--- config.mk ---
export PLATFORM = sky130hd
export DESIGN_NAME = fixed_partition_fit_allocator_unit
export DESIGN_NICKNAME = d
export VERILOG_FILES = /design/src/sv/fpfa_pkg.sv /design/src/sv/fpfa_ctrl.sv /design/src/sv/fpfa_dpath.sv /design/src/sv/fixed_partition_fit_allocator_unit.sv
export VERILOG_INCLUDE_DIRS = /design/src /design/src/sv
export SDC_FILE = /design/constraint.sdc
export NUM_CORES = 1
export LEC_CHECK = 0
export BUFFER_PORTS_ARGS = -buffer_cell sky130_fd_sc_hd__buf_2
export CAP_MARGIN = 0
export CORE_MARGIN = 2
export CORE_UTILIZATION = 60
export CTS_CLUSTER_DIAMETER = 30
export DETAILED_ROUTE_END_ITERATION = 6
export PLACE_DENSITY = 0.88
export SYNTH_ARGS = -nofsm -noshare
export SYNTH_HDL_FRONTEND = slang
export SYNTH_HIERARCHICAL = 1
export SYNTH_SLANG_ARGS = --single-unit
--- constraint.sdc ---
create_clock -name i_clk -period 14.7 [get_ports i_clk]
set_input_delay 2.94 -clock i_clk [delete_from_list [all_inputs] [get_ports i_clk]]
set_output_delay 2.94 -clock i_clk [all_outputs]
set_load 0.05 [all_outputs]
--- src/sv/fixed_partition_fit_allocator_unit_defines.svh ---
// ----------------------------------------------------------------------------
// fixed partition fit allocator assertion macros
// shared concurrent assertion forms, clocked on i_clk, off during reset
// ----------------------------------------------------------------------------
`ifndef FIXED_PARTITION_FIT_ALLOCATOR_UNIT_DEFINES_SVH
`define FIXED_PARTITION_FIT_ALLOCATOR_UNIT_DEFINES_SVH

// condition holds in every cycle out of reset
`define FPFA_ASSERT_ALWAYS(label, cond) \
    label: assert property (@(posedge i_clk) disable iff (!i_rst_n) (cond)) \
        else $error("fpfa assertion failed");

// antecedent in one cycle implies consequent in the next
`define FPFA_ASSERT_NEXT(label, ante, cons) \
    label: assert property (@(posedge i_clk) disable iff (!i_rst_n) (ante) |=> (cons)) \
        else $error("fpfa assertion failed");

`endif

--- src/sv/fpfa_pkg.sv ---
// ----------------------------------------------------------------------------
// fpfa_pkg
// types and codes shared by the fixed partition fit allocator
// ----------------------------------------------------------------------------
package fpfa_pkg;

    localparam int SLOT_W    = 4;
    localparam int FSIZE_W   = 16;
    localparam int STATUS_W  = 2;
    localparam int BLOCK_W   = 4;
    localparam int REM_W     = 16;
    localparam int TDATA_W   = 24;
    localparam int CFG_W     = 5;
    localparam int CFG_IDX_W = 1;
    localparam int MODE_W    = 2;
    localparam int COUNT_W   = 5;

    localparam logic [CFG_IDX_W-1:0] CFG_FIT_MODE   = 1'b0;
    localparam logic [CFG_IDX_W-1:0] CFG_PART_COUNT = 1'b1;

    localparam logic [MODE_W-1:0] FIT_FIRST = 2'd0;
    localparam logic [MODE_W-1:0] FIT_BEST  = 2'd1;
    localparam logic [MODE_W-1:0] FIT_WORST = 2'd2;

    localparam logic CMD_LOAD = 1'b0;
    localparam logic CMD_REQ  = 1'b1;

    localparam logic [STATUS_W-1:0] ST_LOADED = 2'd0;
    localparam logic [STATUS_W-1:0] ST_PLACED = 2'd1;
    localparam logic [STATUS_W-1:0] ST_NOFIT  = 2'd2;

    typedef enum logic [2:0] {
        S_IDLE,
        S_SCAN,
        S_DRAIN,
        S_WRITE,
        S_DONE
    } t_state;

    typedef struct packed {
        logic start;
        logic rd_en;
        logic wr_back;
        logic load_res;
    } t_ctl_cmd;

    typedef struct packed {
        logic last;
        logic cnt_zero;
        logic out_free;
    } t_ctl_status;

endpackage

--- src/sv/fpfa_ctrl.sv ---
// ----------------------------------------------------------------------------
// fpfa_ctrl
// sequencer for load, table scan, write back and result hand-off
// ----------------------------------------------------------------------------
`include "fixed_partition_fit_allocator_unit_defines.svh"

module fpfa_ctrl (
    input  logic                 i_clk,
    input  logic                 i_rst_n,
    input  logic                 i_s_tvalid,
    input  logic                 i_s_tuser,
    output logic                 o_s_tready,
    input  fpfa_pkg::t_ctl_status i_status,
    output fpfa_pkg::t_ctl_cmd   o_cmd
);

    fpfa_pkg::t_state r_state;
    fpfa_pkg::t_state n_state;

    always_ff @(posedge i_clk) begin
        if (!i_rst_n) begin
            r_state <= fpfa_pkg::S_IDLE;
        end else begin
            r_state <= n_state;
        end
    end

    always_comb begin
        n_state    = r_state;
        o_s_tready = 1'b0;
        o_cmd      = '0;
        unique case (r_state)
            fpfa_pkg::S_IDLE: begin
                o_s_tready = i_rst_n;
                if (i_s_tvalid && i_rst_n) begin
                    o_cmd.start = 1'b1;
                    if (i_s_tuser == fpfa_pkg::CMD_REQ && !i_status.cnt_zero) begin
                        n_state = fpfa_pkg::S_SCAN;
                    end else begin
                        n_state = fpfa_pkg::S_DONE;
                    end
                end
            end
            fpfa_pkg::S_SCAN: begin
                o_cmd.rd_en = 1'b1;
                if (i_status.last) begin
                    n_state = fpfa_pkg::S_DRAIN;
                end
            end
            fpfa_pkg::S_DRAIN: begin
                n_state = fpfa_pkg::S_WRITE;
            end
            fpfa_pkg::S_WRITE: begin
                o_cmd.wr_back = 1'b1;
                n_state       = fpfa_pkg::S_DONE;
            end
            fpfa_pkg::S_DONE: begin
                if (i_status.out_free) begin
                    o_cmd.load_res = 1'b1;
                    n_state        = fpfa_pkg::S_IDLE;
                end
            end
            default: begin
                n_state = fpfa_pkg::S_IDLE;
            end
        endcase
    end

    `FPFA_ASSERT_NEXT(a_accept_leaves_idle, i_s_tvalid && o_s_tready, r_state != fpfa_pkg::S_IDLE)
    `FPFA_ASSERT_NEXT(a_scan_ends_in_drain, r_state == fpfa_pkg::S_SCAN && i_status.last,
                      r_state == fpfa_pkg::S_DRAIN)
    `FPFA_ASSERT_NEXT(a_done_waits, r_state == fpfa_pkg::S_DONE && !i_status.out_free,
                      r_state == fpfa_pkg::S_DONE)

endmodule

--- src/sv/fpfa_dpath.sv ---
// ----------------------------------------------------------------------------
// fpfa_dpath
// partition table, config registers, fit compare and output register
// ----------------------------------------------------------------------------
`include "fixed_partition_fit_allocator_unit_defines.svh"

module fpfa_dpath #(
    parameter int PARTITIONS = 16,
    parameter int SIZE_BITS  = 16
) (
    input  logic                                 i_clk,
    input  logic                                 i_rst_n,
    input  logic                                 i_cfg_we,
    input  logic [fpfa_pkg::CFG_IDX_W-1:0]       i_cfg_idx,
    input  logic [fpfa_pkg::CFG_W-1:0]           i_cfg_data,
    input  logic [fpfa_pkg::TDATA_W-1:0]         i_s_tdata,
    input  logic                                 i_s_tuser,
    input  logic                                 i_m_tready,
    output logic                                 o_m_tvalid,
    output logic [fpfa_pkg::TDATA_W-1:0]         o_m_tdata,
    output logic [fpfa_pkg::STATUS_W-1:0]        o_m_tuser,
    input  fpfa_pkg::t_ctl_cmd                   i_cmd,
    output fpfa_pkg::t_ctl_status                o_status
);

    localparam int AW  = (PARTITIONS > 1) ? $clog2(PARTITIONS) : 1;
    localparam int CLG = $clog2(PARTITIONS + 1);
    localparam int CW  = (CLG > fpfa_pkg::COUNT_W) ? CLG : fpfa_pkg::COUNT_W;
    localparam int SW  = SIZE_BITS;

    logic [SW-1:0]                   r_mem [PARTITIONS];
    logic [SW-1:0]                   r_rd_data;
    logic [fpfa_pkg::MODE_W-1:0]     r_fit_mode;
    logic [fpfa_pkg::COUNT_W-1:0]    r_part_count;
    logic [AW-1:0]                   r_addr;
    logic                            r_rd_vld;
    logic [AW-1:0]                   r_rd_idx;
    logic                            r_cmd_kind;
    logic [fpfa_pkg::SLOT_W-1:0]     r_slot;
    logic                            r_slot_ok;
    logic [SW-1:0]                   r_size;
    logic                            r_found;
    logic [AW-1:0]                   r_pick;
    logic [SW-1:0]                   r_pick_left;
    logic                            r_o_valid;
    logic [fpfa_pkg::STATUS_W-1:0]   r_o_status;
    logic [fpfa_pkg::BLOCK_W-1:0]    r_o_block;
    logic [fpfa_pkg::REM_W-1:0]      r_o_rem;

    logic [fpfa_pkg::SLOT_W-1:0]     w_in_slot;
    logic [SW-1:0]                   w_in_size;
    logic                            w_in_slot_ok;
    logic [CW-1:0]                   w_cnt_cfg;
    logic [CW-1:0]                   w_cnt;
    logic                            w_fits;
    logic [SW-1:0]                   w_left;
    logic                            w_take;
    logic                            w_we;
    logic [AW-1:0]                   w_wa;
    logic [SW-1:0]                   w_wd;

    assign w_in_slot    = i_s_tdata[fpfa_pkg::SLOT_W-1:0];
    assign w_in_size    = SW'(i_s_tdata[fpfa_pkg::SLOT_W +: fpfa_pkg::FSIZE_W]);
    assign w_in_slot_ok = CW'(w_in_slot) < CW'(PARTITIONS);

    assign w_cnt_cfg = CW'(r_part_count);
    assign w_cnt     = (w_cnt_cfg > CW'(PARTITIONS)) ? CW'(PARTITIONS) : w_cnt_cfg;

    assign o_status.last     = (CW'(r_addr) + CW'(1)) == w_cnt;
    assign o_status.cnt_zero = w_cnt == '0;
    assign o_status.out_free = !r_o_valid || i_m_tready;

    // fit compare on the word read out last cycle
    assign w_fits = r_rd_data >= r_size;
    assign w_left = r_rd_data - r_size;
    always_comb begin
        w_take = 1'b0;
        if (r_rd_vld && w_fits) begin
            if (!r_found) begin
                w_take = 1'b1;
            end else begin
                case (r_fit_mode)
                    fpfa_pkg::FIT_BEST:  w_take = w_left < r_pick_left;
                    fpfa_pkg::FIT_WORST: w_take = w_left > r_pick_left;
                    default:             w_take = 1'b0;
                endcase
            end
        end
    end

    // single write port: load at accept, or write back of the chosen entry
    always_comb begin
        w_we = 1'b0;
        w_wa = r_pick;
        w_wd = r_pick_left;
        if (i_cmd.start && i_s_tuser == fpfa_pkg::CMD_LOAD && w_in_slot_ok) begin
            w_we = 1'b1;
            w_wa = AW'(w_in_slot);
            w_wd = w_in_size;
        end else if (i_cmd.wr_back && r_found) begin
            w_we = 1'b1;
        end
    end

    always_ff @(posedge i_clk) begin
        if (w_we) begin
            r_mem[w_wa] <= w_wd;
        end
        if (i_cmd.rd_en) begin
            r_rd_data <= r_mem[r_addr];
        end
    end

    always_ff @(posedge i_clk) begin
        if (!i_rst_n) begin
            r_fit_mode   <= fpfa_pkg::FIT_FIRST;
            r_part_count <= '0;
        end else if (i_cfg_we) begin
            unique case (i_cfg_idx)
                fpfa_pkg::CFG_FIT_MODE:   r_fit_mode   <= i_cfg_data[fpfa_pkg::MODE_W-1:0];
                fpfa_pkg::CFG_PART_COUNT: r_part_count <= i_cfg_data;
                default:                  r_part_count <= r_part_count;
            endcase
        end
    end

    always_ff @(posedge i_clk) begin
        if (!i_rst_n) begin
            r_rd_vld  <= 1'b0;
            r_found   <= 1'b0;
            r_o_valid <= 1'b0;
            r_addr    <= '0;
        end else begin
            r_rd_vld <= i_cmd.rd_en;
            if (i_cmd.start) begin
                r_addr  <= '0;
                r_found <= 1'b0;
            end else begin
                if (i_cmd.rd_en) begin
                    r_addr <= r_addr + AW'(1);
                end
                if (w_take) begin
                    r_found <= 1'b1;
                end
            end
            if (i_cmd.load_res) begin
                r_o_valid <= 1'b1;
            end else if (i_m_tready) begin
                r_o_valid <= 1'b0;
            end
        end
    end

    always_ff @(posedge i_clk) begin
        if (i_cmd.start) begin
            r_cmd_kind <= i_s_tuser;
            r_slot     <= w_in_slot;
            r_slot_ok  <= w_in_slot_ok;
            r_size     <= w_in_size;
        end
        if (i_cmd.rd_en) begin
            r_rd_idx <= r_addr;
        end
        if (w_take) begin
            r_pick      <= r_rd_idx;
            r_pick_left <= w_left;
        end
        if (i_cmd.load_res) begin
            if (r_cmd_kind == fpfa_pkg::CMD_LOAD) begin
                r_o_status <= fpfa_pkg::ST_LOADED;
                r_o_block  <= r_slot;
                r_o_rem    <= r_slot_ok ? fpfa_pkg::REM_W'(r_size) : '0;
            end else if (r_found) begin
                r_o_status <= fpfa_pkg::ST_PLACED;
                r_o_block  <= fpfa_pkg::BLOCK_W'(r_pick);
                r_o_rem    <= fpfa_pkg::REM_W'(r_pick_left);
            end else begin
                r_o_status <= fpfa_pkg::ST_NOFIT;
                r_o_block  <= '0;
                r_o_rem    <= '0;
            end
        end
    end

    assign o_m_tvalid = r_o_valid;
    assign o_m_tuser  = r_o_status;
    assign o_m_tdata  = {{(fpfa_pkg::TDATA_W - fpfa_pkg::REM_W - fpfa_pkg::BLOCK_W){1'b0}},
                         r_o_rem, r_o_block};

    `FPFA_ASSERT_NEXT(a_read_follows_enable, i_cmd.rd_en, r_rd_vld)
    `FPFA_ASSERT_ALWAYS(a_no_start_on_write_back, !(i_cmd.start && i_cmd.wr_back))
    `FPFA_ASSERT_ALWAYS(a_result_into_free_reg, !i_cmd.load_res || !r_o_valid || i_m_tready)

endmodule

--- src/sv/fixed_partition_fit_allocator_unit.sv ---
// ----------------------------------------------------------------------------
// fixed_partition_fit_allocator_unit
// Keeps a table of free sizes for PARTITIONS fixed partitions and places
// requests by first, best or worst fit, lower index winning ties. A load
// request writes its slot at accept and goes straight to result hand-off.
// An allocation request scans the table through its single read port, one
// slot per cycle over min(partition_count, PARTITIONS) slots, then does the
// last compare, writes back the chosen entry and hands off the result, which
// waits for a free output register. One request is in work at a time; the
// next is accepted once the previous result has moved to the output register.
// ----------------------------------------------------------------------------
module fixed_partition_fit_allocator_unit #(
    parameter int PARTITIONS = 16,
    parameter int SIZE_BITS  = 16
) (
    input  logic                               i_clk,
    input  logic                               i_rst_n,
    input  logic                               i_cfg_we,
    input  logic [fpfa_pkg::CFG_IDX_W-1:0]     i_cfg_idx,
    input  logic [fpfa_pkg::CFG_W-1:0]         i_cfg_data,
    input  logic                               i_s_tvalid,
    output logic                               o_s_tready,
    input  logic [fpfa_pkg::TDATA_W-1:0]       i_s_tdata,   // slot[3:0], size[19:4]
    input  logic                               i_s_tuser,   // cmd[0]
    output logic                               o_m_tvalid,
    input  logic                               i_m_tready,
    output logic [fpfa_pkg::TDATA_W-1:0]       o_m_tdata,   // block[3:0], remaining[19:4]
    output logic [fpfa_pkg::STATUS_W-1:0]      o_m_tuser    // status[1:0]
);

    fpfa_pkg::t_ctl_cmd    w_cmd;
    fpfa_pkg::t_ctl_status w_status;

    fpfa_ctrl u_ctrl (
        .i_clk      (i_clk),
        .i_rst_n    (i_rst_n),
        .i_s_tvalid (i_s_tvalid),
        .i_s_tuser  (i_s_tuser),
        .o_s_tready (o_s_tready),
        .i_status   (w_status),
        .o_cmd      (w_cmd)
    );

    fpfa_dpath #(
        .PARTITIONS (PARTITIONS),
        .SIZE_BITS  (SIZE_BITS)
    ) u_dpath (
        .i_clk      (i_clk),
        .i_rst_n    (i_rst_n),
        .i_cfg_we   (i_cfg_we),
        .i_cfg_idx  (i_cfg_idx),
        .i_cfg_data (i_cfg_data),
        .i_s_tdata  (i_s_tdata),
        .i_s_tuser  (i_s_tuser),
        .i_m_tready (i_m_tready),
        .o_m_tvalid (o_m_tvalid),
        .o_m_tdata  (o_m_tdata),
        .o_m_tuser  (o_m_tuser),
        .i_cmd      (w_cmd),
        .o_status   (w_status)
    );

endmodule

==> metrics.txt <==
cell family with most CP delay buffers and inverters; first-pass GRT wire length 56230 um; Iter 0 DRT Violations around 1100; R2R setup slack 9650 ps; H-tree Lvls 2; Critical Path Max Stage Delay 320 ps; Worst Hold Path Cells 0; Synth area leaders edfxtp_1 68%, mux4_2 12%, ha_1 2.9%, dfxtp_1 2.3%, o21ai_0 1.3%; CP most frequent cell buf_2; area occupied by multi-input gates roughly 4100 sq um; Final #Nets about 1100; DRT Pass-1 Iters 7; I/O pin count 64; Inst Count DP 1257; CTS tree yes; commonest register cell after synthesis edfxtp_1; row cnt 57; vias about 8900; clock tree buffer depth 3; Reg2Reg Depth 15; Core ar. 24460 sq um; P_leak 6.045 nW; hpwl dp 20710 um; port bufs 55; relative slew slack 0.1321; critical path endpoint category output port; min Tclk post-route 6728 ps; Worst Hold Path EP u_dpath/r_pick[0]; CTS Root Buffer Type clkbuf_16; setup tns final 0 ps; worst hold margin 420.3 ps; area leader, netlist edfxtp_1; total CTS buffers 57; # clock sinks 356; start point of the worst hold path u_dpath/r_rd_idx[0]; post-synth cell types 65; Critical Path AT 3790 ps; number of synthesized flops with an enable pin 339; Comb pwr share 0.067; startpoint types input pin; number of fill cells approximately 1400; crit-path cells buf_2 -> nand2b_4 -> nor3_1 -> buf_2; fin cells about 1400; Sw Ratio 0.2185; Peak VDD IR 0.0001052 V; Final Cycle Share 0.4577; antenna diode count 0; WS Path Type input pin to output port; unrepaired setup endpoints after global routing no; Synth Register Bits between 300 and 400; CP max FO 13; pwr/cell area 150.3 nW/um^2; RePlAce Congestion about 0.92; commonest non-fill, non-tap cell in the layout edfxtp_1; Sequential Area 10530 sq um; Post-CTS Resized 0; drt wl/cell 27.84 um; DRC 2; failing checks DRC; status complete, but fails checks; largest net degree at the start of global routing 70; Ys Warns 6; ys async rst share 0; reg-to-reg critical path startpoint u_dpath/r_size[0]; final setup vio count 0; Synth Instances 877; clock-pin slew on the worst setup and hold paths 50 ps; Vias/cell 6.539; Internal 2.081 mW; layout cells sized above 1 0.2613; total track usage 0.2962; top cell type's share of synthesized area 0.6787; area grow syn2layout 18.13%; HP Class flip-flop to flip-flop; routed wire length 37890 um; Clock power frac 0.502; worst skew pair latency 560 ps; Slew Limit Fails 0; post-CTS setup repair buffer count 0; sequential power share 0.432; CP max-delay cell buf_2; Hold Buf Count CTS 0; Switch Pwr 0.5817 mW; Worst Skew 23.40 ps; syn avg cell area 17.10 sq um; Die ar. 26280 sq um; initial antenna violation count 1; required time of the worst setup path 11760 ps; Synth Cell Area approximately 15000 sq um; vias in the first global route 9224; Final ANT Viol Nets 0; most frequent cells in the layout 339 x edfxtp_1, 79 x mux4_2, 59 x clkbuf_16, 55 x buf_2, 50 x inv_1; Slew @ Worst Pin 1293 ps; Final WS setup 7972 ps; Die Span X 162.1 um; Final Util 0.7243; worst slack, placed 8049 ps; Die Ht 162.1 um; RR Endpoint u_dpath/r_pick_left[10]; initial cell density of the core 0.6131; Overflow after GRT 0; Peak Freq 148.6 MHz; final hold viol count 0; post-synthesis sequential area ratio 0.7014; Buf/Inv on CP 2; number of max-cap violations 0
## flip-flops by register name, indices dropped and copies added (netlist names), 5 cells and up
name / flops
u_dpath/r_mem: 256
u_dpath/r_rd_data: 16
u_dpath/r_size: 16
u_dpath/r_pick_left: 16
u_dpath/r_part_count: 5
u_dpath/r_o_rem: 16
## Yosys cell counts, types with 4 or more instances
library cell / number
a21boi_0: 7
a21oi_1: 27
a31oi_1: 5
buf_2: 8
buf_4: 4
clkbuf_1: 23
dfxtp_1: 17
edfxtp_1: 339
ha_1: 35
inv_1: 50
mux4_2: 79
nand2_1: 43
nand2b_1: 17
nand3_1: 31
nand4_1: 6
nor2_1: 36
nor2b_1: 6
nor3_1: 13
nor3b_1: 4
o21ai_0: 40
o21ai_1: 4
xnor2_1: 16
## metrics by stage
stage	total power, mW	area, sq um
6_report	2.662	17720
5_1_grt	2.732	17720
4_1_cts	2.670	17720
3_5_place_dp	1.337	15780
3_3_place_gp	1.328	15780
2_1_floorplan	1.290	15010
## worst reg2reg max path: stages (launching register included)
cell and delay (ps):
edfxtp_1 390, ha_1 220, fa_1 400, nand2b_1 180, a21oi_1 220, nor2b_1 110, nor3_1 400, nor3_1 130
xnor2_1 190, ha_1 310, nand4_1 200, nor3_1 390, a21oi_1 150, a31o_1 260, a221oi_2 830, buf_4 360
## worst max-delay path by stage
stage            start    endpoint  slack (ps)  depth (start not counted)
2_1_floorplan  i_rst_n  o_s_tready        7700                          2
3_3_place_gp   i_rst_n  o_s_tready        8060                          4
3_5_place_dp   i_rst_n  o_s_tready        8050                          4
4_1_cts        i_rst_n  o_s_tready        7960                          4
5_1_grt        i_rst_n  o_s_tready        7930                          4
6_report       i_rst_n  o_s_tready        7970                          4
## cells by family after synthesis
family	count (synthesis)	share of synthesized area
mux	84	0.1231
xor+xnor	19	0.01110
fa+ha+maj	36	0.03053
other cells	1	0.0002500
buf+inv	92	0.02770
compound gates	114	0.04714
simple gates	175	0.05873
flops	356	0.7014
## final cells by class
type	instances	area share
sequential	356	0.5941
clock buffer	69	0.08771
tap	324	0.02288
clock inverter	35	0.02147
timing repair buffer	94	0.03206
multi-input combinational	432	0.2310
inverter	51	0.01081
## power by group through the flow
stage | logic [mW] | clock network [mW] | registers (mW)
after floorplan | 0.107 | 0 | 1.18
after global placement | 0.162 | 0 | 1.17
after detailed placement | 0.169 | 0 | 1.17
after CTS | 0.174 | 1.35 | 1.15
after global routing | 0.189 | 1.39 | 1.15
final | 0.178 | 1.34 | 1.15
## routing by layer
| metal | global-route usage | share of wire |
|---|---|---|
| met1 | 0.3650 | 0.34 |
| met2 | 0.5035 | 0.51 |
| met3 | 0.06001 | 0.089 |
| met4 | 0.1496 | 0.052 |
| met5 | 0 | 0 |
Power figures use the tool's default switching activity.
